$ cat src/vbd_pkg.sv
// vbd_pkg: shared types and constants of the bearing CORDIC pipeline.
// Used by vbd_front, vbd_cell, vbd_back and vector_bearing_degrees.
// No dependencies.
package vbd_pkg;

  localparam int ANG_FRAC  = 20;  // fraction bits of the angle
  localparam int XY_SCALE  = 32;  // fraction bits of x and y in the cells
  localparam int XY_GUARD  = 3;   // gain and sign headroom of x and y
  localparam int TABLE_LEN = 32;
  localparam int AW        = 28;  // width of one arctangent entry
  localparam int ZW        = 29;  // signed angle accumulator
  localparam int DEG_W     = 8;   // whole degrees 0..180
  localparam int BW        = 9;   // bearing 0..359

  localparam logic [ZW-1:0] Z45  = ZW'(45)  << ANG_FRAC;
  localparam logic [ZW-1:0] Z90  = ZW'(90)  << ANG_FRAC;
  localparam logic [ZW-1:0] Z180 = ZW'(180) << ANG_FRAC;

  localparam logic [DEG_W-1:0] DEG_LIM = DEG_W'(90);
  localparam logic [BW-1:0]    BEAR_90  = BW'(90);
  localparam logic [BW-1:0]    BEAR_450 = BW'(450);
  localparam logic [BW-1:0]    BEAR_360 = BW'(360);

  // atan(2^-i) in degrees, Q.20, rounded
  localparam logic [AW-1:0] ATAN_DEG_Q20 [TABLE_LEN] = '{
    28'd47185920, 28'd27855475, 28'd14718068, 28'd7471121,
    28'd3750058,  28'd1876857,  28'd938658,   28'd469357,
    28'd234682,   28'd117342,   28'd58671,    28'd29335,
    28'd14668,    28'd7334,     28'd3667,     28'd1833,
    28'd917,      28'd458,      28'd229,      28'd115,
    28'd57,       28'd29,       28'd14,       28'd7,
    28'd4,        28'd2,        28'd1,        28'd0,
    28'd0,        28'd0,        28'd0,        28'd0
  };

  // facts about the request that ride along the pipeline
  typedef struct packed {
    logic dx_neg;
    logic dy_neg;
    logic ay_zero;
    logic ax_zero;
    logic ax_eq_ay;
    logic ay_lt_ax;
  } side_t;

endpackage

$ cat src/vbd_front.sv
// vbd_front: difference, magnitude and exact-angle tests of a request.
// Depends on vbd_pkg.
module vbd_front
  import vbd_pkg::*;
#(
  parameter int COORD_BITS = 16,
  parameter int XW         = COORD_BITS + XY_SCALE + XY_GUARD
) (
  input  logic                  clk_i,
  input  logic                  rst_ni,
  input  logic                  valid_i,
  input  logic [COORD_BITS-1:0] from_x_i,
  input  logic [COORD_BITS-1:0] from_y_i,
  input  logic [COORD_BITS-1:0] to_x_i,
  input  logic [COORD_BITS-1:0] to_y_i,
  output logic                  valid_o,
  output logic [XW-1:0]         x_o,
  output logic [XW-1:0]         y_o,
  output side_t                 side_o
);

  logic [COORD_BITS:0]   dx, dy;
  logic [COORD_BITS-1:0] ax, ay;
  side_t                 side_d, side_q;
  logic [XW-1:0]         x_d, y_d, x_q, y_q;
  logic                  valid_q;

  always_comb begin
    dx = {1'b0, to_x_i} - {1'b0, from_x_i};
    dy = {1'b0, from_y_i} - {1'b0, to_y_i};
    ax = dx[COORD_BITS] ? COORD_BITS'(-dx) : dx[COORD_BITS-1:0];
    ay = dy[COORD_BITS] ? COORD_BITS'(-dy) : dy[COORD_BITS-1:0];
    side_d.dx_neg   = dx[COORD_BITS];
    side_d.dy_neg   = dy[COORD_BITS];
    side_d.ay_zero  = (ay == '0);
    side_d.ax_zero  = (ax == '0);
    side_d.ax_eq_ay = (ax == ay);
    side_d.ay_lt_ax = (ay < ax);
    x_d = {{XY_GUARD{1'b0}}, ax, {XY_SCALE{1'b0}}};
    y_d = {{XY_GUARD{1'b0}}, ay, {XY_SCALE{1'b0}}};
  end

  always_ff @(posedge clk_i or negedge rst_ni) begin
    if (!rst_ni) begin
      valid_q <= 1'b0;
    end else begin
      valid_q <= valid_i;
    end
  end

  always_ff @(posedge clk_i) begin
    x_q    <= x_d;
    y_q    <= y_d;
    side_q <= side_d;
  end

  assign valid_o = valid_q;
  assign x_o     = x_q;
  assign y_o     = y_q;
  assign side_o  = side_q;

endmodule

$ cat config.mk
export PLATFORM = sky130hd
export DESIGN_NAME = vbd_front
export DESIGN_NICKNAME = d
export VERILOG_FILES = /design/src/vbd_pkg.sv /design/src/vbd_front.sv
export SDC_FILE = /design/constraint.sdc
export NUM_CORES = 1
export LEC_CHECK = 0
export ABC_AREA = 1
export BUFFER_PORTS_ARGS = -buffer_cell sky130_fd_sc_hd__buf_2
export CAP_MARGIN = 20
export CORE_AREA = 2 2 145 147
export DETAILED_ROUTE_END_ITERATION = 10
export DIE_AREA = 0 0 147 149
export SYNTH_ARGS = -nofsm -noshare
export SYNTH_HDL_FRONTEND = slang
export SYNTH_SLANG_ARGS = --single-unit
$ cat constraint.sdc
create_clock -name clk_i -period 0.9 [get_ports clk_i]
set_input_delay 0 -clock clk_i [delete_from_list [all_inputs] [get_ports clk_i]]
set_output_delay 0 -clock clk_i [all_outputs]
set_load 0.03 [all_outputs]
Word level (Yosys, flattened, before mapping) --
Index checks and enable logic that the tools add are counted.
Word-level totals: register bits after elaboration 39, input port bits 67, output and inout bits 109, word-level logic and storage cells 19
Operators by class: add/subtract/negate cells 4, order comparisons 1, equal/unequal tests 1, muxes and demuxes 2, reduce and logical (&&, ||, !) cells 2
Operators by type and width (number):
- 16-bit by 16-bit subtractor with 17-bit output | 2
- 16-bit logical NOT | 2
- 16-bit 2-to-1 mux | 2
- 16-bit negator | 2
- 16-bit == test | 1
- 16-bit < comparator | 1

Depth between registers and ports, before layout --
depth after elaboration 4, mapped depth 25, depth with buffers taken out 24

Worst setup path after synthesis --
OpenSTA, ideal clock, no wires.
kind input to register, start in from_y_i[0], end reg side_q, in the netlist side_o[0], library setup time 0.095 ns, data arrival time 2.498 ns, data required time 0.805 ns, path slack -1.694 ns, cell stages on the path 23, path buffers 1, cell sequence inv_1 -> ha_1 -> fa_1 -> inv_1 -> nand3_1 -> nand2_1 -> nand2_2 -> nand2_2 -> nand3_2 -> nand2_4 -> inv_4 -> buf_2 -> o21ai_0 -> ha_1 -> inv_1 -> nor2_1 -> nor2_1 -> o21ai_0 -> nand2_1 -> o211ai_1 -> nand2_1 -> nand3_1 -> a221oi_1
RTL lines:
- start, declared | line vbd_front.sv:13 | input logic [COORD_BITS-1:0] from_y_i,
- end signal, assigned | line vbd_front.sv:54 | side_q <= side_d;
- end, declared | line vbd_front.sv:24 | side_t side_d, side_q;

==> results.py <==
metrics = {
    "outcome": {
        "status": "finished with violations",
        "violations": "setup timing",
    },
    "worst_setup_path": {
        "cp_common_cell": "nand2_2",
        "worstSetupStartpointType": "input port",
        "crit_arrival_ps": 2730,
        "critPathSlowestCell": "ha_4",
        "crit_path_end_kind": "flip-flop",
        "path_cells": "buf_2, ha_4, inv_4, fa_2, nand2_2, nand2_2, buf_4, nand3_1, nand2_2, nand3_4, nor2_4, nand4_4, nor3_2, nand3_1, nand2_2, xor2_2, inv_2, ha_4, nand2_2, inv_2, nand4_1, nor4_1",
        "required_ps": 1090,
        "crit_buf_inv": 5,
        "critPathMaxStageDelay_ps": 270,
        "path_max_fanout": 5,
        "critPathKind": "in2reg",
        "cp_top_family": "simple AND/OR/NAND/NOR gates",
    },
    "synth": {
        "yosys_warnings": 0,
        "syn_area_um2": 5010,
        "synth_cells": 812,
        "synth-main-ff-cell": "dfxtp_1",
        "ys_async_sr_fraction": 0.0256,
        "avgSynthCellArea_um2": 6.18,
        "synth-edff-count": 0,
        "synth_seq_cells": 39,
        "synth_cell_types": 43,
        "yosysSeqAreaShare": 0.157,
    },
    "timing": {
        "fmax_mhz": 393,
        "rsz0062_at_grt": "true",
        "slew_viol_final": 0,
        "setup_slack_ps": -1640,
        "hold_viol": 0,
        "period_needed_ps": 2540,
        "tns_ps": -29470,
        "period_share": 2.83,
        "finalSetupViolations": 36,
    },
    "cts": {
        "h-tree-depth": 2,
        "cts_tree": "built",
        "clock_sinks": 39,
        "clockBufferDepth": 2,
        "ctsRootBufferMaster": "clkbuf_16",
        "cts_made_buffers": 5,
        "clkSlewWorstSetupHoldPaths_ps": 60,
    },
    "min_path": {
        "hold_class": "in2async",
    },
    "final_layout": {
        "final_layout_size_suffix_gt1_frac": 0.479,
        "fin_cells": 1379,
        "diodes": 0,
        "fin_area_um2": 8110,
        "utilization": 0.395,
        "nFillCells": 2160,
        "nNetsFinal": 1222,
        "synthToLayoutAreaGrowth_pct": 61.8,
    },
    "drt": {
        "wl_per_cell_um": 10.9,
        "drc": 0,
        "drt.antenna.violating_nets": 0,
        "firstDrtPassIters": 4,
        "vias_per_cell": 4.06,
        "drt-initial-drc-count": 211,
        "drt_wl_total_mm": 15.1,
        "route.vias.total": 5594,
    },
    "place": {
        "place_hpwl_mm": 11.8,
        "io_buffers": 105,
        "dp_cells": 1333,
        "place_area_um2": 6840,
        "place_congestion": 0.849,
    },
    "power": {
        "power_density_nw_per_um2": 1600,
        "vdd_drop_max_mv": 0.838,
        "p_leak_nw": 4.48,
    },
    "floorplan": {
        "die_width_um": 147,
        "die_area_um2": 21900,
        "ioPinCount": 176,
        "initial_core_util": 0.244,
        "core_um2": 20600,
        "rows": 53,
        "die_h_um": 149,
    },
    "global_route": {
        "gr-usage-all-layers": 0.128,
        "grt_remaining_overflow": 0,
        "grt_max_degree": 14,
        "grt_pass1_vias": 5204,
        "antenna_found_initial": 0,
        "grt_pass1_wl_mm": 23.3,
    },
    "run": {
        "maxCapViolCount": 0,
    },
}
-- cell usage in the layout (no fill, tap or decap), types with 27 or more instances in the layout --
master | netlist | routed
buf_6 | 2 | 34
nand3_1 | 64 | 41
buf_2 | 2 | 102
ha_1 | 50 | 35
nand2_1 | 226 | 163
nand3_2 | 11 | 27
nor2_1 | 58 | 40
buf_4 | 70 | 144
inv_1 | 135 | 117
conb_1 | 1 | 70
nand2_2 | 41 | 91
dfxtp_1 | 38 | 38
-- flip-flops by register name, summed over array words and instances, names as in the netlist --
signal,flops
side_o,6
valid_o,1
x_o,16
y_o,16
-- layer usage --
layer  share of wire  global-route usage  up-vias
li1                -                   -     2968
met1            0.45               0.165     2479
met2            0.49               0.229      137
met3           0.043              0.0183       10
met4           0.011              0.0231        0
met5               0                   0        -
-- final cells by class --
| type | instances | area [um^2] | area share |
|---|---|---|---|
| Clock buffer | 6 | 129 | 0.0159 |
| Clock inverter | 2 | 12.5 | 0.00154 |
| Inverter | 146 | 579 | 0.0714 |
| Multi-Input combinational cell | 622 | 4130 | 0.510 |
| Sequential cell | 39 | 786 | 0.0969 |
| Tap cell | 275 | 344 | 0.0424 |
| Timing Repair Buffer | 289 | 2130 | 0.262 |
-- Yosys cell counts (3+ instances only) --
library cell,n,area share
nand3_1,64,0.064
xor2_1,9,0.016
nand4_1,10,0.012
buf_4,70,0.10
nand2_4,3,0.0067
nor2_2,8,0.010
inv_1,135,0.10
nand3b_1,7,0.010
inv_2,9,0.0067
a21oi_1,23,0.023
xnor2_1,3,0.0052
ha_1,50,0.12
nor3_1,5,0.0050
dfxtp_1,38,0.15
nand2_1,226,0.17
nand3_2,11,0.022
nand2_2,41,0.051
o21bai_1,4,0.0060
nor2_1,58,0.043
o21ai_0,7,0.0070
a21oi_2,3,0.0052
-- through the flow --
stage | total power [mW] | hold WS [ps] | worst slack (ps)
floorplan | 6.97 | -296 | -1540
global placement | 9.45 | -226 | -1880
detailed placement | 9.53 | -222 | -1960
CTS | 12.2 | 11.5 | -1640
global route | 14.0 | 15.6 | -1820
finish | 13.0 | 18.0 | -1640
-- kinds of logic (layout without fill, tap and decap cells) --
logic type               count (synthesis)  count (layout)  share of synthesized area
AND/OR/NAND/NOR                        441             441                      0.408
buffers and inverters                  220             443                      0.221
adder cells (fa/ha/maj)                 52              52                      0.133
AO/OA/AOI/OAI                           46              46                     0.0559
flip-flops                              39              39                      0.157
XOR/XNOR                                13              13                     0.0242
other                                    1              70                   0.000748
-- power breakdown --
part	total (mW)	leakage [nW]	switching (mW)	internal (mW)
registers	2.30	0.331	0.154	2.15
logic	8.96	4.09	5.09	3.87
clock network	1.69	0.0669	0.669	1.02
-- worst max path at each step --
stage / from / slack (ps) / depth (start not counted) / end
2_1_floorplan: from_y_i[0] / -1540 / 20 / side_o[0]$_DFF_P_
3_3_place_gp: from_y_i[0] / -1880 / 21 / side_o[0]$_DFF_P_
3_5_place_dp: from_y_i[0] / -1960 / 21 / side_o[0]$_DFF_P_
4_1_cts: to_x_i[0] / -1640 / 24 / side_o[1]$_DFF_P_
5_1_grt: to_x_i[0] / -1820 / 24 / side_o[0]$_DFF_P_
6_report: from_x_i[0] / -1640 / 22 / side_o[1]$_DFF_P_
-- repair_timing --
| action | CTS | global route |
|---|---|---|
| pin swaps | 66 | 63 |
| endpoints found under the hold margin | 2 | 0 |
| resized for setup | 97 | 111 |
| cloned | 1 | 0 |
| endpoints found under the setup margin | 36 | 36 |
| setup buffers | 31 | 11 |
| hold buffers | 2 | 0 |
(Power assumes the default switching activity.)
