**config.mk**
```make
export PLATFORM = sky130hd
export DESIGN_NAME = vbd_back
export DESIGN_NICKNAME = d
export VERILOG_FILES = /design/src/vbd_pkg.sv /design/src/vbd_back.sv
export SDC_FILE = /design/constraint.sdc
export NUM_CORES = 1
export LEC_CHECK = 0
export BUFFER_PORTS_ARGS = -buffer_cell sky130_fd_sc_hd__buf_4
export CAP_MARGIN = 20
export CORE_MARGIN = 1.5
export CORE_UTILIZATION = 25
export CTS_CLUSTER_SIZE = 30
export DETAILED_ROUTE_END_ITERATION = 10
export GPL_TIMING_DRIVEN = 0
export PLACE_DENSITY_LB_ADDON = 0.3
export SETUP_SLACK_MARGIN = 0.15
export SLEW_MARGIN = 20
export SYNTH_ARGS = -nofsm -noshare
export SYNTH_HDL_FRONTEND = slang
export SYNTH_SLANG_ARGS = --single-unit
```
**constraint.sdc**
```tcl
create_clock -name clk_i -period 0.8 [get_ports clk_i]
set_clock_uncertainty 0.1 [all_clocks]
set_input_delay 0.08 -clock clk_i [delete_from_list [all_inputs] [get_ports clk_i]]
set_output_delay 0.08 -clock clk_i [all_outputs]
set_load 0.01 [all_outputs]
```
**src/vbd_pkg.sv**
```systemverilog
// vbd_pkg: shared types and constants of the bearing CORDIC pipeline.
// Used by vbd_front, vbd_cell, vbd_back and vector_bearing_degrees.
// No dependencies.
package vbd_pkg;

  localparam int ANG_FRAC  = 20;  // fraction bits of the angle
  localparam int XY_SCALE  = 32;  // fraction bits of x and y in the cells
  localparam int XY_GUARD  = 3;   // gain and sign headroom of x and y
  localparam int TABLE_LEN = 32;
  localparam int AW        = 28;  // width of one arctangent entry
  localparam int ZW        = 29;  // signed angle accumulator
  localparam int DEG_W     = 8;   // whole degrees 0..180
  localparam int BW        = 9;   // bearing 0..359

  localparam logic [ZW-1:0] Z45  = ZW'(45)  << ANG_FRAC;
  localparam logic [ZW-1:0] Z90  = ZW'(90)  << ANG_FRAC;
  localparam logic [ZW-1:0] Z180 = ZW'(180) << ANG_FRAC;

  localparam logic [DEG_W-1:0] DEG_LIM = DEG_W'(90);
  localparam logic [BW-1:0]    BEAR_90  = BW'(90);
  localparam logic [BW-1:0]    BEAR_450 = BW'(450);
  localparam logic [BW-1:0]    BEAR_360 = BW'(360);

  // atan(2^-i) in degrees, Q.20, rounded
  localparam logic [AW-1:0] ATAN_DEG_Q20 [TABLE_LEN] = '{
    28'd47185920, 28'd27855475, 28'd14718068, 28'd7471121,
    28'd3750058,  28'd1876857,  28'd938658,   28'd469357,
    28'd234682,   28'd117342,   28'd58671,    28'd29335,
    28'd14668,    28'd7334,     28'd3667,     28'd1833,
    28'd917,      28'd458,      28'd229,      28'd115,
    28'd57,       28'd29,       28'd14,       28'd7,
    28'd4,        28'd2,        28'd1,        28'd0,
    28'd0,        28'd0,        28'd0,        28'd0
  };

  // facts about the request that ride along the pipeline
  typedef struct packed {
    logic dx_neg;
    logic dy_neg;
    logic ay_zero;
    logic ax_zero;
    logic ax_eq_ay;
    logic ay_lt_ax;
  } side_t;

endpackage

```
**src/vbd_back.sv**
```systemverilog
// vbd_back: octant clamp, exact angles, quadrant fold and bearing wrap.
// Depends on vbd_pkg.
module vbd_back
  import vbd_pkg::*;
(
  input  logic          clk_i,
  input  logic          rst_ni,
  input  logic          valid_i,
  input  logic [ZW-1:0] z_i,
  input  side_t         side_i,
  output logic          strobe_o,
  output logic [BW-1:0] bearing_o
);

  logic [ZW-1:0]    lo, hi, zc, u;
  logic [DEG_W-1:0] deg;
  logic [BW-1:0]    bearing_d, bearing_q;
  logic             strobe_q;

  always_comb begin
    if (side_i.ay_lt_ax) begin
      lo = '0;
      hi = Z45 - ZW'(1);
    end else begin
      lo = Z45;
      hi = Z90 - ZW'(1);
    end
    if (side_i.ay_zero) begin
      zc = '0;
    end else if (side_i.ax_zero) begin
      zc = Z90;
    end else if (side_i.ax_eq_ay) begin
      zc = Z45;
    end else if ($signed(z_i) < $signed(lo)) begin
      zc = lo;
    end else if ($signed(z_i) > $signed(hi)) begin
      zc = hi;
    end else begin
      zc = z_i;
    end
    u   = side_i.dx_neg ? (Z180 - zc) : zc;
    deg = u[ANG_FRAC +: DEG_W];
    if (!side_i.dy_neg) begin
      bearing_d = BEAR_90 + BW'(deg);
    end else if (deg > DEG_LIM) begin
      bearing_d = BEAR_450 - BW'(deg);  // wraps through 360
    end else begin
      bearing_d = BEAR_90 - BW'(deg);
    end
  end

  always_ff @(posedge clk_i or negedge rst_ni) begin
    if (!rst_ni) begin
      strobe_q <= 1'b0;
    end else begin
      strobe_q <= valid_i;
    end
  end

  always_ff @(posedge clk_i) begin
    bearing_q <= bearing_d;
  end

  assign strobe_o  = strobe_q;
  assign bearing_o = bearing_q;

endmodule
```
# [Yosys cells after proc, flatten, opt, wreduce, memory -nomap -nowiden]
# Index checks and enable logic that the tools add are counted.
[word_totals] register_bits=10 inputBits=38 out_inout_bits=10 elab_cells=19
[op_classes] add_sub_neg=4 n_lt_le_gt_ge=3 muxes=10
[ops] op="two-way mux 28 bit" count=6
[ops] op="greater-than comparator 29 x 28 -> 1 bit" count=1
[ops] op="< comparator 29 x 27 -> 1 bit" count=1
[ops] op="subtractor 28 bit (first input constant)" count=1
[ops] op="two-way mux 27 bit" count=1
[ops] op="two-way mux 26 bit" count=1
[ops] op="two-way mux 9 bit" count=2
[ops] op="adder 7 x 8 -> 9 bit (first input constant)" count=1
[ops] op="subtractor 7 x 8 -> 9 bit (first input constant)" count=1
[ops] op="subtractor 9 x 8 -> 9 bit (first input constant)" count=1
[ops] op="greater-than comparator 8 x 7 -> 1 bit (second input constant)" count=1

# [Logic depth before layout (Yosys ltp)]
[depth] word_depth=12 ltp_mapped=17 depth_no_buf=17

# [Worst setup path after synthesis]
# Ideal clock, no wire load.
[synth_path] path_type="input -> register" start="input side_i[0] in the netlist's numbering" end="register bearing_q[3] (netlist: bearing_o[3])" setup_time_ns=0.128 t_arrival_ns=3.458 required_time_ns=0.572 slack_ns=-2.886 cell_stages=17 n_path_buf=0 cell_sequence="inv_1 ha_1 nand4bb_4 or4_4 o221a_2 o31ai_1 o21ai_1 nand2_1 xnor2_1 inv_1 ha_1 inv_1 o21bai_1 or2_2 nor3_1 o32ai_2 xnor2_1"
[synth_via] elab_chain_len=12 elab_cells_between_ends=17
[synth_lines] item="start, declared" line_no="vbd_back.sv:10" source="input side_t side_i,"
[synth_lines] item="two-way mux 27 bit" line_no="vbd_back.sv:21" source="if (side_i.ay_lt_ax) begin"
[synth_lines] item="greater-than comparator 29 x 28 -> 1 bit" line_no="vbd_back.sv:36" source="end else if ($signed(z_i) > $signed(hi)) begin"
[synth_lines] item="two-way mux 28 bit" line_no="vbd_back.sv:36"
[synth_lines] item="two-way mux 28 bit (*)" line_no="vbd_back.sv:34" source="end else if ($signed(z_i) < $signed(lo)) begin"
[synth_lines] item="two-way mux 28 bit (*)" line_no="vbd_back.sv:32" source="end else if (side_i.ax_eq_ay) begin"
[synth_lines] item="two-way mux 28 bit (*)" line_no="vbd_back.sv:30" source="end else if (side_i.ax_zero) begin"
[synth_lines] item="two-way mux 28 bit (*)" line_no="vbd_back.sv:28" source="if (side_i.ay_zero) begin"
[synth_lines] item="subtractor 28 bit" line_no="vbd_back.sv:41" source="u = side_i.dx_neg ? (Z180 - zc) : zc;"
[synth_lines] item="two-way mux 28 bit (*)" line_no="vbd_back.sv:41"
[synth_lines] item="subtractor 9 x 8 -> 9 bit, or another cell as far along" line_no="vbd_back.sv:46" source="bearing_d = BEAR_450 - BW'(deg);"
[synth_lines] item="two-way mux 9 bit" line_no="vbd_back.sv:45" source="end else if (deg > DEG_LIM) begin"
[synth_lines] item="two-way mux 9 bit (*)" line_no="vbd_back.sv:43" source="if (!side_i.dy_neg) begin"
[synth_lines] item="named net bearing_d[3]" line_no="vbd_back.sv:17" source="logic [BW-1:0] bearing_d, bearing_q;"
[synth_lines] item="end signal, assigned" line_no="vbd_back.sv:61" source="bearing_q <= bearing_d;"
[synth_lines] item="end, declared" line_no="vbd_back.sv:17"
# The timed path passes the listed nets; every way through them passes the cells marked *.

# [Worst setup path in the final report]
# Ends and elaborated chain as after synthesis.

==> run_results.csv <==
group,metric,value,unit
die,core,5886,sq um
sta,fin_setup_tns,-22.07,ns
setup_path,critPathArrivalTime,3.61,ns
die,pin_count,48,
layout,areaGrowthSynthToFinish,70.44,%
routing,wire_per_inst,13.74,um
synth,synth-edff-count,0,
setup_path,worstPathCellList,"buf_12 > clkinvlp_4 > ha_4 > nand4_1 > or4_4 > o22ai_4 > a211oi_2 > a211o_2 > buf_4 > nor3_4 > o31ai_2 > xor2_1 > buf_2 > and3_1 > o32ai_2 > xnor2_1",
power,finalPower,3106,uW
sta,drv_slew,0,
sta,setup_violations,19,
min_path,holdCritStartpoint,"valid_i",
synth,synthDistinctLibCells,64,
sta,fin_crit,3.568,ns
die,die_w,80.85,um
sta,max_freq,0.2803,GHz
placement,gp_congestion,0.8533,
layout,nets,317,
min_path,min_to,"strobe_o$_DFF_PN0_",
clock_tree,tritoncts,"done",
layout,nFillCells,595,
routing,firstDrtPassIters,4,
routing,wl,4670,um
synth,ys_seq_area_share,13.54,%
power,vdd_ir_drop_max,0.9965,mV
placement,port_buffers,46,
min_path,holdPathStages,1,
layout,layout_common_cells,"60 x buf_4, 13 x buf_6, 12 x nor2_1",
sta,layout_setup_ws,-2.768,ns
global_routing,gr-total-overflow,0,
synth,synth-main-ff-cell,"dfxtp_1",
synth,syn_area,1515,sq um
setup_path,critPathMaxFanout,10,
clock_tree,htree_levels,1,
sta,whs,-0.1465,ns
clock_tree,cts_buffers,3,
die,die_h,80.85,um
power,leakage,0.001016,uW
die,rows,28,
synth,syn_area_per_cell,8.103,sq um
job,maxCapViolations,0,
sta,period_share,445.9,%
global_routing,grt_pass1_wl,7762,um
synth,synth-seq-cells,10,
power,p_per_area,1203,nW/um^2
clock_tree,cts.clk_slew.worst_paths,0.05,ns
layout,drive_gt1_share,56.23,%
routing,route.detailed.drc,0,
die,die_area,6537,sq um
routing,vias_per_cell,5.347,
synth,synth_cells,187,
clock_tree,cts_hold_buf,1,
global_routing,antenna_found_initial,0,
global_routing,grt_max_degree,11,
synth,async_flop_share,10.00,%
placement,place_area,2092,sq um
clock_tree,numClockSinks,10,
clock_tree,clockBufferDepth,2,
routing,dr.first_iter.drc_count,96,
placement,dpl.hpwl,3461,um
synth,syn_nets,238,
layout,layout_commonest_cell,"buf_4",
routing,final_antenna_net_count,0,
routing,routed-via-count,1818,
sta,grt_setup_unrepaired,"true",
setup_path,cp_slowest_cell,"or4_4",
die,initial_core_util,25.74,%
clock_tree,cts-root-buf,"clkbuf_8",
setup_path,critical_path_class,"in2reg",
status,status,"complete, but fails checks",
sta,hold_violations,1,
setup_path,cp-start-kind,"input pin",
global_routing,groute.usage.overall,14.49,%
status,violations,"hold timing, setup timing",
setup_path,cp-end-kind,"register",
global_routing,grt_pass1_vias,1807,
min_path,hp-class,"in2reg",
sta,slew-limit-headroom,65.63,%
layout,post-route-util,43.88,%
synth,synth_warnings,0,
setup_path,crit_required,0.85,ns
layout,antenna_cells,0,
sta,worstMarginPinSlew,0.5116,ns
layout,design_area,2582,sq um
setup_path,slowest_delay,0.54,ns
-- final cells by class --
type | count | area (sq um) | area share (%)
repair buffers | 74 | 609.3 | 23.59
flip-flops and latches | 10 | 216.5 | 8.382
inverters | 8 | 33.78 | 1.308
multi-input cells | 162 | 1525 | 59.06
clock buffers | 4 | 55.05 | 2.132
plain buffers | 7 | 48.80 | 1.890
well taps | 75 | 93.84 | 3.634
-- cell usage after synthesis (all sizes together) (2+ instances only) --
cell	number	area, sq um
nor2	15	56.30
ha	13	162.7
a21oi	10	50.05
nand2	10	40.04
o21ai	10	50.04
dfxtp	9	180.2
inv	8	30.03
nor3	7	40.04
nor4	7	43.79
xnor2	7	61.31
a211oi	5	50.05
o211ai	5	42.54
a211o	4	36.29
and2	4	27.53
buf	4	32.53
nand2b	4	25.02
nand3	4	20.02
nand4	4	25.02
xor2	4	35.03
a21o	3	22.52
and3	3	20.02
clkbuf	3	11.26
o31ai	3	22.52
a2111o	2	22.52
nand4b	2	17.52
nor2b	2	12.51
o21a	2	15.01
o221ai	2	17.52
o22a	2	20.02
o31a	2	17.52
o32ai	2	25.03
or2	2	12.51
or3	2	12.51
or4	2	18.77
-- per-stage QoR --
step                setup WS (ns)  instances  hold slack, ns
detailed placement         -3.316        308         -0.2443
finish                     -2.768        340         -0.1465
global route               -2.927        340         -0.1570
floorplan                  -2.762        187         -0.3156
global placement           -3.313        308         -0.2448
CTS                        -2.704        333         -0.1511
-- state kept, by name, indices dropped and copies added, names as in the netlist --
signal / cells
bearing_o: 9
strobe_o: 1
-- worst max-delay path, delay by kind of cell --
| kind | cells | cell delay [ns] |
|---|---|---|
| adders and majority gates | 1 | 0.32 |
| and+or+nand+nor | 4 | 1.09 |
| AOI/OAI and AO/OA | 5 | 1.13 |
| xor gates and xnor gates | 2 | 0.36 |
| buffers and inverters | 4 | 0.63 |
-- where the power goes --
| part | switching [uW] | internal, uW | total (uW) |
|---|---|---|---|
| Combinational | 860 | 947 | 1810 |
| Sequential | 44.8 | 629 | 674 |
| Clock | 192 | 432 | 624 |
| Total | 1100 | 2010 | 3110 |
-- per-layer routing --
metal,vias to the layer above,routed length [um],global-route usage [%]
li1,895,-,-
met1,855,1996,17.18
met2,64,2397,27.50
met3,4,260,1.573
met4,0,15,3.448
met5,-,0,0
-- what timing repair did --
action	CTS	global route
setup endpoints to repair	19	19
endpoints found under the hold margin	2	1
gates cloned	1	0
setup buffers	19	7
pin swaps	19	11
resized for setup	32	20
-- kinds of logic (layout without fill, tap and decap cells) --
group,Yosys count,count (layout),synth area share [%]
AOI/OAI and AO/OA,65,65,35.51
DFF,10,10,13.54
muxes,2,2,1.404
buffers and inverters,15,93,4.872
and+or+nand+nor,71,71,27.58
adders and majority gates,13,13,10.74
xor gates and xnor gates,11,11,6.358
-- worst max-delay path by stage --
stage | startpoint | to | slack (ns) | cells after the start
CTS | side_i[0] | bearing_o[8]$_DFF_P_ | -2.70 | 15
global route | side_i[0] | bearing_o[4]$_DFF_P_ | -2.93 | 15
detailed placement | side_i[0] | bearing_o[8]$_DFF_P_ | -3.32 | 17
global placement | side_i[0] | bearing_o[4]$_DFF_P_ | -3.31 | 15
floorplan | side_i[0] | bearing_o[8]$_DFF_P_ | -2.76 | 14
finish | side_i[0] | bearing_o[3]$_DFF_P_ | -2.77 | 16
(Power assumes the default switching activity.)
