### src/vbd_pkg.sv
// vbd_pkg: shared types and constants of the bearing CORDIC pipeline.
// Used by vbd_front, vbd_cell, vbd_back and vector_bearing_degrees.
// No dependencies.
package vbd_pkg;

  localparam int ANG_FRAC  = 20;  // fraction bits of the angle
  localparam int XY_SCALE  = 32;  // fraction bits of x and y in the cells
  localparam int XY_GUARD  = 3;   // gain and sign headroom of x and y
  localparam int TABLE_LEN = 32;
  localparam int AW        = 28;  // width of one arctangent entry
  localparam int ZW        = 29;  // signed angle accumulator
  localparam int DEG_W     = 8;   // whole degrees 0..180
  localparam int BW        = 9;   // bearing 0..359

  localparam logic [ZW-1:0] Z45  = ZW'(45)  << ANG_FRAC;
  localparam logic [ZW-1:0] Z90  = ZW'(90)  << ANG_FRAC;
  localparam logic [ZW-1:0] Z180 = ZW'(180) << ANG_FRAC;

  localparam logic [DEG_W-1:0] DEG_LIM = DEG_W'(90);
  localparam logic [BW-1:0]    BEAR_90  = BW'(90);
  localparam logic [BW-1:0]    BEAR_450 = BW'(450);
  localparam logic [BW-1:0]    BEAR_360 = BW'(360);

  // atan(2^-i) in degrees, Q.20, rounded
  localparam logic [AW-1:0] ATAN_DEG_Q20 [TABLE_LEN] = '{
    28'd47185920, 28'd27855475, 28'd14718068, 28'd7471121,
    28'd3750058,  28'd1876857,  28'd938658,   28'd469357,
    28'd234682,   28'd117342,   28'd58671,    28'd29335,
    28'd14668,    28'd7334,     28'd3667,     28'd1833,
    28'd917,      28'd458,      28'd229,      28'd115,
    28'd57,       28'd29,       28'd14,       28'd7,
    28'd4,        28'd2,        28'd1,        28'd0,
    28'd0,        28'd0,        28'd0,        28'd0
  };

  // facts about the request that ride along the pipeline
  typedef struct packed {
    logic dx_neg;
    logic dy_neg;
    logic ay_zero;
    logic ax_zero;
    logic ax_eq_ay;
    logic ay_lt_ax;
  } side_t;

endpackage

### src/vbd_cell.sv
// vbd_cell: one CORDIC vectoring rotation by atan(2^-STAGE), registered.
// Depends on vbd_pkg.
module vbd_cell
  import vbd_pkg::*;
#(
  parameter int XW    = 51,
  parameter int STAGE = 0
) (
  input  logic          clk_i,
  input  logic          rst_ni,
  input  logic          valid_i,
  input  logic [XW-1:0] x_i,
  input  logic [XW-1:0] y_i,
  input  logic [ZW-1:0] z_i,
  input  side_t         side_i,
  output logic          valid_o,
  output logic [XW-1:0] x_o,
  output logic [XW-1:0] y_o,
  output logic [ZW-1:0] z_o,
  output side_t         side_o
);

  localparam logic [ZW-1:0] ENTRY = {1'b0, ATAN_DEG_Q20[STAGE]};

  logic [XW-1:0] xs, ys, x_d, y_d, x_q, y_q;
  logic [ZW-1:0] z_d, z_q;
  side_t         side_q;
  logic          valid_q;

  always_comb begin
    xs = $signed(x_i) >>> STAGE;  // floor shift
    ys = $signed(y_i) >>> STAGE;
    if (!y_i[XW-1]) begin
      x_d = x_i + ys;
      y_d = y_i - xs;
      z_d = z_i + ENTRY;
    end else begin
      x_d = x_i - ys;
      y_d = y_i + xs;
      z_d = z_i - ENTRY;
    end
  end

  always_ff @(posedge clk_i or negedge rst_ni) begin
    if (!rst_ni) begin
      valid_q <= 1'b0;
    end else begin
      valid_q <= valid_i;
    end
  end

  always_ff @(posedge clk_i) begin
    x_q    <= x_d;
    y_q    <= y_d;
    z_q    <= z_d;
    side_q <= side_i;
  end

  assign valid_o = valid_q;
  assign x_o     = x_q;
  assign y_o     = y_q;
  assign z_o     = z_q;
  assign side_o  = side_q;

endmodule

### config.mk
export PLATFORM = sky130hd
export DESIGN_NAME = vbd_cell
export DESIGN_NICKNAME = d
export VERILOG_FILES = /design/src/vbd_pkg.sv /design/src/vbd_cell.sv
export SDC_FILE = /design/constraint.sdc
export NUM_CORES = 1
export LEC_CHECK = 0
export ABC_CLOCK_PERIOD_IN_PS = 1200
export BUFFER_PORTS_ARGS = -buffer_cell sky130_fd_sc_hd__buf_2
export CORE_MARGIN = 10
export CORE_UTILIZATION = 61
export CTS_BUF_LIST = sky130_fd_sc_hd__clkbuf_4 sky130_fd_sc_hd__clkbuf_8
export DETAILED_ROUTE_END_ITERATION = 8
export GPL_TIMING_DRIVEN = 1
export PLACE_DENSITY = 0.91
export REMOVE_ABC_BUFFERS = 1
export SYNTH_ARGS = -nofsm -noshare
export SYNTH_HDL_FRONTEND = slang
export SYNTH_SLANG_ARGS = --single-unit
### constraint.sdc
create_clock -name clk_i -period 1.2 [get_ports clk_i]
set_input_delay 0 -clock clk_i [delete_from_list [all_inputs] [get_ports clk_i]]
set_output_delay 0 -clock clk_i [all_outputs]
set_load 0.03 [all_outputs]
==> reports/results.ini, run 1 <==
[yosys]
synth_edf_count=0
synth-compound-area-share=0.291
syn_inst=1593
synth_simple_gate_area_frac=0.140
synth_seq_cells=137
yosysUniqueCellTypes=79
synth-async-reset-ratio=0.00730
synth-seq-area-share=0.227
yosysWarnings=0
synth_xor_area_frac=0.0766
synth_area_mm2=0.0121
synth_top_family_by_area=compound AO/OA/AOI/OAI gates
synth-adder-area-share=0.169
synthMuxAreaShare=0.0190
syn_area_per_cell_um2=7.61
synthFlopType=dfxtp_1

[placed_design]
port_buffers=277
dp_hpwl_um=47800
place.gp.congestion=1.13
dp_slack_ps=-2040
placed_cells=2586

[clock_tree]
cts.sink_count=137
post-cts-setup-buffers=69
htreeDepth=4
root_buffer=clkbuf_8
cts_made_buffers=17
cts_resized=438
clock_path_buffers=2
postCtsHoldBufs=37

[floorplan]
die_w_um=161
num_rows=51
start_util=0.621
die_y_um=161
ios=278

[status]
failed_stage=clock tree synthesis (4_1_cts)
error=[ERROR DPL-0038] Utilization greater than 100%, impossible to legalize
status=stopped before the end

## cells by family after synthesis
family          Yosys count
mux                      23
simple gates            363
buf+inv                 240
flops                   137
xor+xnor                106
compound gates          563
fa+ha+maj               161
## synthesized netlist by cell type, types with 18 or more instances
master,number,share of area
inv_1,157,0.049
clkbuf_1,45,0.014
nor3_1,27,0.011
o21bai_1,42,0.026
a21o_1,29,0.018
xnor2_1,95,0.069
a211oi_1,18,0.011
mux2i_1,23,0.019
o21ai_0,99,0.041
o31ai_1,20,0.012
dfxtp_1,136,0.22
ha_1,157,0.16
nand4_1,24,0.012
nand2_1,82,0.025
nand3_1,21,0.0087
nor2_1,135,0.042
a21oi_1,223,0.092
## stage by stage
stage,area [um^2],hold slack (ps),setup TNS (ps)
after floorplan,11800,-296,-92470
after global placement,17500,-215,-130620
after detailed placement,17500,-217,-147170
==> inputs of run 2 (changes only) <==
--- a/config.mk
+++ b/config.mk
@@ -8,11 +8,10 @@
 export ABC_CLOCK_PERIOD_IN_PS = 1200
 export BUFFER_PORTS_ARGS = -buffer_cell sky130_fd_sc_hd__buf_2
 export CORE_MARGIN = 10
-export CORE_UTILIZATION = 61
-export CTS_BUF_LIST = sky130_fd_sc_hd__clkbuf_4 sky130_fd_sc_hd__clkbuf_8
+export CORE_UTILIZATION = 40
 export DETAILED_ROUTE_END_ITERATION = 8
 export GPL_TIMING_DRIVEN = 1
-export PLACE_DENSITY = 0.91
+export PLACE_DENSITY_LB_ADDON = 0.15
 export REMOVE_ABC_BUFFERS = 1
 export SYNTH_ARGS = -nofsm -noshare
 export SYNTH_HDL_FRONTEND = slang
==> reports/results.ini, run 2 <==
[clock_tree]
clock_path_buffers=2  ; unchanged
cts_made_buffers=17  ; unchanged
cts_tree=built
cts.sink_count=137  ; unchanged
root_buffer=clkbuf_16
cts.clk_slew.worst_paths_ps=70
htreeDepth=4  ; unchanged

[floorplan]
die_w_um=194  ; +21%
ios=278  ; unchanged
design.die.area_mm2=0.0377
start_util=0.407  ; -0.214
die_y_um=194  ; +21%
coreArea_mm2=0.0298
num_rows=63  ; +24%

[yosys]
synth_xor_area_frac=0.0766  ; unchanged
yosysWarnings=0  ; unchanged
syn_area_per_cell_um2=7.61  ; unchanged
synth_edf_count=0  ; unchanged
synth_top_family_by_area=compound AO/OA/AOI/OAI gates
synth-seq-area-share=0.227  ; unchanged
synth-compound-area-share=0.291  ; unchanged
synth_simple_gate_area_frac=0.140  ; unchanged
yosysTopAreaCellShare=0.225  ; unchanged
yosysUniqueCellTypes=79  ; unchanged
syn_inst=1593  ; unchanged
synth_most_common_cell=a21oi_1
synth_seq_cells=137  ; unchanged
synth_area_mm2=0.0121  ; unchanged
synth-adder-area-share=0.169  ; unchanged
synth-async-reset-ratio=0.00730  ; unchanged
synthTopCellsByCount=a21oi_1, ha_1, inv_1, dfxtp_1, nor2_1
synth_top_area_cell=dfxtp_1
synthFlopType=dfxtp_1
synth_area_leaders=dfxtp_1, ha_1, a21oi_1
synthMuxAreaShare=0.0190  ; unchanged

[timing]
setup_violations=95
fmax_mhz=385
layout_min_cycle_time_ps=2600
drv_slew=0
finalCritPeriodShare=2.17
final-hold-violation-count=0
rsz0062_at_grt=yes
tightest_slew_ps=705
maxSlewHeadroom=0.526
fin_ws_ps=-1400

[placed_design]
dp_hpwl_um=46500  ; -2.7%
place.gp.congestion=1.01  ; -9.9%
dpl_cell_area_mm2=0.0182  ; +3.9%
dp_slack_ps=-2090  ; -55.5 ps
port_buffers=277  ; unchanged

[flow_run]
cap_violations=0

[worst_setup_path]
crit_fanout=4
start_kind=input pin
cp-end-kind=flip-flop
arrival_ps=2960
path_class=input pin to flip-flop
required_ps=1560

[drt]
wl_per_cell_um=23.3
viasPerCell=5.65
wl_um=68400
vias=16600
drc_errors=0
drtPass1Iterations=5
drtIter0Drc=1357
ant_nets=0

[min_path]
hold_path.class=input pin to flip-flop

[cells_and_area]
mostFrequentLayoutCells=buf_4, buf_2, dfxtp_1, a21oi_1, inv_1
largest_reg_flops=51
layout-drive-gt1-share=0.555
areaGrowthSynthToFinish_pct=88.6
layout_commonest_cell=buf_4
final_area_mm2=0.0229
antenna_cells=0
layout.nets=2830

[status]
failed_checks=negative setup slack
status=complete, but fails checks

[global_route]
grt_pass1_wl_um=97100
overflow=0
antenna_found_initial=0
grt_max_degree=79
grtUsageTotal=0.323
grt_pass1_vias=16700

[power]
p_per_area_mw_per_mm2=1120
peakVddDrop_mv=1.00
design_power_total_mw=25.6
power.leakage_nw=10.8

run 2: cell counts after synthesis:
No cell type changed its count.
run 2: path summary, 6_finish.rpt:
path | from | end | slack (ps) | cells after the start
min | y_i[33] | y_o[33]$_DFF_P_ | 40 | 4
max in group asynchronous | rst_ni | valid_o$_DFF_PN0_ | 690 | 3
min in group asynchronous | rst_ni | valid_o$_DFF_PN0_ | 410 | 3
max | x_i[6] | y_o[48]$_DFF_P_ | -1400 | 17
run 2: cell families after synthesis:
| logic type | count (synthesis) |
|---|---|
| AND/OR/NAND/NOR | 363 |
| XOR/XNOR | 106 |
| multiplexers | 23 |
| buffers and inverters | 240 |
| flip-flops | 137 |
| AO/OA/AOI/OAI | 563 |
| adder cells (fa/ha/maj) | 161 |
run 2: final cells by class:
class	instances	area, um^2
Inverter	169	661
Fill cell	2123	6940
Clock buffer	18	439
Timing Repair Buffer	988	7320
Tap cell	390	488
Clock inverter	14	159
Sequential cell	137	2750
Multi-Input combinational cell	1216	11000
run 2: what timing repair did:
action / 4_1_cts / 5_1_grt
pin swaps: 216 / 187
hold buffers: 40 / 0
endpoints found under the hold margin: 42 / 0
gates cloned: 1 / 0
setup endpoints to repair: 94 / 99
buffers inserted: 80 / 42
gates resized for setup: 456 / 232
run 2: metrics by stage:
stage                util  TNS, ps  hold slack (ps)  instances
floorplan               -   -92470             -296       1522
global placement    0.609  -145080             -225       2781
detailed placement  0.609  -147070             -224       2781
CTS                 0.724   -70210            -2.68       2902
global route        0.767   -87200             41.5       2932
finish              0.767   -82770             38.7       2932
run 2: worst max-delay path, cell delays in order:
cell and delay, ps:
buf_6 100, buf_4 140, ha_1 240, buf_4 170, a21oi_2 180, o211ai_1 160
buf_4 190, buf_4 140, o31ai_4 210, nand2_1 100, a21oi_2 200, o31a_1 250
o31ai_4 80, a311oi_2 210, buf_4 210, o41ai_4 80, xnor2_1 270
run 2: metal layers:
layer  track usage  part of all wire
met1         0.391              0.39
met2         0.539              0.47
met3        0.0735             0.089
met4         0.133             0.052
met5             0                 0
run 2: power breakdown:
group	internal [mW]	total [mW]	switching, mW
Combinational	5.99	14.2	8.21
Clock	3.00	5.53	2.53
Sequential	5.49	5.87	0.383
Power figures use the tool's default switching activity.
==> inputs of run 3 (changes only) <==
--- a/config.mk
+++ b/config.mk
@@ -12,7 +12,6 @@
 export DETAILED_ROUTE_END_ITERATION = 8
 export GPL_TIMING_DRIVEN = 1
 export PLACE_DENSITY_LB_ADDON = 0.15
-export REMOVE_ABC_BUFFERS = 1
 export SYNTH_ARGS = -nofsm -noshare
 export SYNTH_HDL_FRONTEND = slang
 export SYNTH_SLANG_ARGS = --single-unit
==> reports/results.ini, run 3 (synthesis results as in run 2) <==
[worst_setup_path]
crit_fanout=4  ; unchanged
crit_path_start=x_i[6]
cp-end-kind=flip-flop
required_ps=1590  ; +30 ps
path_class=input pin to flip-flop
critPathBufInv=3  ; -3
arrival_ps=2910  ; -50 ps
slowest_stage=or4_4
critical_path.most_common_cell=nor2_2
critPathTopFamily=compound AO/OA/AOI/OAI gates
worstPathCellList=buf_8 -> inv_4 -> ha_4 -> buf_4 -> o21ai_0 -> nor2_2 -> a211oi_4 -> nor2_2 -> or4_4 -> a311oi_4 -> o21ai_2 -> a221oi_4 -> or4_1 -> a32o_2 -> xnor2_1
start_kind=input pin
cp_slowest_stage_delay_ps=450  ; +180 ps

[drt]
viasPerCell=5.45  ; -3.5%
drtIter0Drc=1312  ; -3.3%
drtPass1Iterations=6  ; +1
drc_errors=0  ; unchanged
wl_per_cell_um=21.3  ; -8.6%
ant_nets=0  ; unchanged
vias=16200  ; -2.2%
wl_um=63300  ; -7.4%

[power]
peakVddDrop_mv=1.08  ; +7.5%
design_power_total_mw=25.6  ; about the same
p_per_area_mw_per_mm2=1110  ; -1.1%
power.leakage_nw=10.9  ; +0.94%

[timing]
fin_ws_ps=-1320  ; +83.2 ps
setup_violations=93  ; -2.1%
final-hold-violation-count=1  ; +1
finalCritPeriodShare=2.10  ; -0.0693
layout_min_cycle_time_ps=2520  ; -83.2 ps
maxSlewHeadroom=0.576  ; +0.0509
tightest_slew_ps=629  ; -76.6 ps
fmax_mhz=397  ; +3.3%
rsz0062_at_grt=yes
drv_slew=0  ; unchanged
whs_ps=-8.89  ; -47.6 ps

[global_route]
overflow=0  ; unchanged
grt_max_degree=51  ; -35%
grt_pass1_vias=16300  ; -2.1%
grt_pass1_wl_um=91800  ; -5.4%
grtUsageTotal=0.303  ; -0.0201
antenna_found_initial=6  ; +6

[status]
failed_checks=negative hold slack, negative setup slack
status=complete, but fails checks

[floorplan]
design.die.area_mm2=0.0377  ; unchanged
die_w_um=194  ; unchanged
ios=278  ; unchanged
num_rows=63  ; unchanged
die_y_um=194  ; unchanged
coreArea_mm2=0.0298  ; unchanged
start_util=0.407  ; unchanged

[cells_and_area]
final_area_mm2=0.0231  ; +1.2%
areaGrowthSynthToFinish_pct=90.8
largest_reg_flops=51  ; unchanged
mostFrequentLayoutCells=buf_4, buf_2, dfxtp_1, a21oi_1, inv_1
layout_commonest_cell=buf_4
layout-drive-gt1-share=0.551  ; -0.00374
fillers=2026  ; -4.6%
layout.nets=2869  ; +1.4%

[clock_tree]
root_buffer=clkbuf_16
htreeDepth=4  ; unchanged
clock_path_buffers=2  ; unchanged
cts_made_buffers=17  ; unchanged
cts.clk_slew.worst_paths_ps=70  ; about the same
cts.sink_count=137  ; unchanged
cts_tree=built

[placed_design]
dpl_cell_area_mm2=0.0189  ; +4.2%
dp_hpwl_um=46100  ; -0.79%
place.gp.congestion=1.00  ; -1.0%
port_buffers=277  ; unchanged

[flow_run]
cap_violations=0  ; unchanged

[min_path]
hold_path.class=input pin to flip-flop
min_from=y_i[1]

[yosys]
syn-num-nets=1894

## run 3: cell count changes in the layout (fill, tap and decap cells not counted), sizes merged
cell,before,now
bufbuf,1,0
clkinv,10,8
inv,170,173
diode,0,1
buf,948,988
clkbuf,18,17
## run 3: final timing paths
check	to	slack, ps	cells past startpoint
setup / recovery	x_o[46]$_DFF_P_	-1320	15
max in group asynchronous	valid_o$_DFF_PN0_	610	3
hold / removal	x_o[1]$_DFF_P_	-9	3
min in group asynchronous	valid_o$_DFF_PN0_	470	3
## run 3: timing repair
action	4_1_cts	5_1_grt
resized for setup	340	173
hold buffers	40	0
endpoints found under the hold margin	41	0
endpoints found under the setup margin	91	95
setup buffers	91	55
pin swaps	185	166
## run 3: layer usage
metal  GRT usage  share of wire  vias to the layer above
met5           0        0.00063                        -
met4       0.120          0.037                       10
met3      0.0685          0.071                      160
met2       0.508           0.48                      712
met1       0.366           0.41                     7773
li1            -              -                     7550
## run 3: through the flow
| stage | hold WS (ps) | utilization | setup TNS, ps | setup slack, ps | cells |
|---|---|---|---|---|---|
| global route | 27.4 | 0.776 | -90110 | -1400 | 2971 |
| global placement | -226 | 0.635 | -133810 | -2040 | 2786 |
| finish | -8.89 | 0.776 | -85220 | -1320 | 2972 |
| detailed placement | -225 | 0.635 | -134690 | -2060 | 2786 |
| floorplan | -296 | - | -68780 | -1330 | 1593 |
| CTS | -39.1 | 0.740 | -71140 | -1240 | 2930 |
## run 3: area by class of cell
| cell class | count | area (um^2) | share of cell area |
|---|---|---|---|
| tap | 390 | 488 | 0.0211 |
| timing repair buffer | 1027 | 7660 | 0.331 |
| clock buffer | 17 | 425 | 0.0184 |
| multi-input combinational | 1216 | 10900 | 0.471 |
| sequential | 137 | 2750 | 0.119 |
| inverter | 169 | 724 | 0.0313 |
| antenna | 1 | 2.50 | 0.000108 |
| clock inverter | 15 | 180 | 0.00779 |
## run 3: power by group
group / switching [mW] / internal [mW] / leakage [nW]
registers: 0.328 / 5.49 / 1.16
clock network: 2.68 / 2.99 / 0.292
logic: 8.02 / 6.12 / 9.46
total: 11.0 / 14.6 / 10.9
==> inputs of run 4 (changes only) <==
--- a/config.mk
+++ b/config.mk
@@ -11,6 +11,7 @@
 export CORE_UTILIZATION = 40
 export DETAILED_ROUTE_END_ITERATION = 8
 export GPL_TIMING_DRIVEN = 1
+export MAX_ROUTING_LAYER = met4
 export PLACE_DENSITY_LB_ADDON = 0.15
 export SYNTH_ARGS = -nofsm -noshare
 export SYNTH_HDL_FRONTEND = slang
==> reports/results.ini, run 4 (synthesis results as in run 2) <==
[cells_and_area]
largest_reg_flops=51  ; unchanged
final_area_mm2=0.0233  ; +0.68%
layout_commonest_cell=buf_4
mostFrequentLayoutCells=buf_4, buf_2, a21oi_1, dfxtp_1, inv_1
final_util=0.782  ; +0.00529
multi_input_area_mm2=0.0112  ; +3.1%
layout.nets=2837  ; -1.1%
fillers=2065  ; +1.9%
layout-drive-gt1-share=0.558  ; +0.00692
areaGrowthSynthToFinish_pct=92.1
seqCellArea_mm2=0.00275  ; unchanged
stdcell_count=2944  ; -0.94%

[yosys]
syn-num-nets=1894  ; unchanged

[floorplan]
die_y_um=194  ; unchanged
ios=278  ; unchanged
coreArea_mm2=0.0298  ; unchanged
die_w_um=194  ; unchanged
num_rows=63  ; unchanged
design.die.area_mm2=0.0377  ; unchanged
start_util=0.407  ; unchanged

[global_route]
overflow=0  ; unchanged
grt_pass1_wl_um=91300  ; -0.54%
grt_max_degree=50  ; -2.0%
grtUsageTotal=0.310  ; +0.00707
grt_pass1_vias=16600  ; +1.7%
antenna_found_initial=5  ; -1

[worst_setup_path]
start_kind=input pin
crit_fanout=3  ; -1
arrival_ps=3000  ; +90 ps
required_ps=1600  ; about the same
path_class=input pin to flip-flop
cp-end-kind=flip-flop

[status]
status=complete, but fails checks
failed_checks=negative hold slack, negative setup slack

[power]
p_per_area_mw_per_mm2=1100  ; -0.98%
peakVddDrop_mv=1.07  ; -0.42%
power.leakage_nw=10.9  ; -0.55%

[placed_design]
port_buffers=277  ; unchanged
placed_cells=2765  ; -0.75%
place.gp.congestion=1.02  ; +1.9%
dpl_cell_area_mm2=0.0188  ; -0.70%
dp_hpwl_um=44900  ; -2.6%

[drt]
viasPerCell=5.43  ; -0.46%
vias=16000  ; -1.4%
wl_per_cell_um=21.0  ; -1.4%
drtPass1Iterations=5  ; -1
drtIter0Drc=1245  ; -5.1%
drc_errors=0  ; unchanged
ant_nets=0  ; unchanged
wl_um=61900  ; -2.3%

[timing]
whs_ps=-31.7  ; -22.8 ps
layout_min_cycle_time_ps=2600  ; +85.6 ps
final-hold-violation-count=2  ; +1
final.setup.tns_ps=-80790  ; +4420 ps
fmax_mhz=384  ; -3.3%
maxSlewHeadroom=0.526  ; -0.0500
drv_slew=0  ; unchanged
fin_ws_ps=-1400  ; -85.6 ps
rsz0062_at_grt=yes
setup_violations=93  ; unchanged
tightest_slew_ps=703  ; +74.3 ps
finalCritPeriodShare=2.17  ; +0.0713

[clock_tree]
cts.clk_slew.worst_paths_ps=80  ; about the same
clock_path_buffers=2  ; unchanged
cts_made_buffers=17  ; unchanged
root_buffer=clkbuf_16
cts_tree=built
htreeDepth=4  ; unchanged
cts.sink_count=137  ; unchanged

[min_path]
min_from=y_i[1]
hold_path.class=input pin to flip-flop
holdPathEnd=x_o[1]$_DFF_P_
whs_path_depth=3  ; unchanged

[flow_run]
cap_violations=0  ; unchanged

-- run 4: changes by cell type in the layout (fill, tap and decap cells not counted), moves of 6 or more --
cell     delta
xnor2_1     -7
ha_4        +8
ha_1       -13
o21ai_1     +6
a21oi_1     +6
buf_4      -28
buf_2       -7
a21oi_2    -11
xnor2_2     +7
-- run 4: stage by stage --
| stage | hold WS (ps) | setup WS (ps) | power [mW] |
|---|---|---|---|
| CTS | -47.8 | -1260 | 24.5 |
| global route | -26.1 | -1390 | 26.5 |
| finish | -31.7 | -1400 | 25.5 |
| detailed placement | -224 | -1920 | 17.2 |
| global placement | -226 | -1910 | 17.1 |
| floorplan | -296 | -1330 | 12.1 |
-- run 4: cell type report --
class / count / share of cell area
inverter: 169 / 0.0316
tap: 390 / 0.0210
clock buffer: 17 / 0.0183
clock inverter: 15 / 0.00747
antenna: 5 / 0.000537
timing repair buffer: 995 / 0.321
multi-input combinational: 1216 / 0.483
sequential: 137 / 0.118
-- run 4: worst max path at each step --
| stage | from | endpoint | slack, ps |
|---|---|---|---|
| after global routing | x_i[0] | y_o[46]$_DFF_P_ | -1390 |
| after detailed placement | x_i[0] | x_o[46]$_DFF_P_ | -1920 |
| after global placement | x_i[0] | y_o[46]$_DFF_P_ | -1910 |
| after floorplan | y_i[3] | x_o[46]$_DFF_P_ | -1330 |
| after CTS | x_i[0] | y_o[46]$_DFF_P_ | -1260 |
| final | x_i[0] | y_o[46]$_DFF_P_ | -1400 |
-- run 4: per-layer routing --
| metal | GRT usage | vias up | wire length [um] |
|---|---|---|---|
| met5 | - | - | 0 |
| met4 | 0.112 | 0 | 2040 |
| met3 | 0.0662 | 163 | 4530 |
| met2 | 0.511 | 712 | 29900 |
| met1 | 0.364 | 7619 | 25400 |
| li1 | - | 7484 | - |
-- run 4: power by group --
| group | switching [mW] | leakage, nW | internal [mW] |
|---|---|---|---|
| Clock | 2.78 | 0.287 | 2.81 |
| Sequential | 0.333 | 1.16 | 5.49 |
| Combinational | 8.00 | 9.41 | 6.14 |
| Total | 11.1 | 10.9 | 14.4 |
-- run 4: timing repair --
action,4_1_cts,5_1_grt
pin swaps,229,196
setup buffers,101,52
endpoints found under the setup margin,94,97
hold buffers,38,1
endpoints found under the hold margin,41,3
gates resized for setup,388,196
-- run 4: worst max-delay path, stage by stage --
cell and delay [ps]:
buf_8 100, buf_6 110, ha_4 160, fa_2 340, nand3b_1 260, a21bo_4 290, a21oi_4 140, o21bai_1 100
a21oi_2 210, a221oi_2 110, o21ai_2 250, a211oi_2 150, or4_4 440, a32oi_2 210, xnor2_1 140
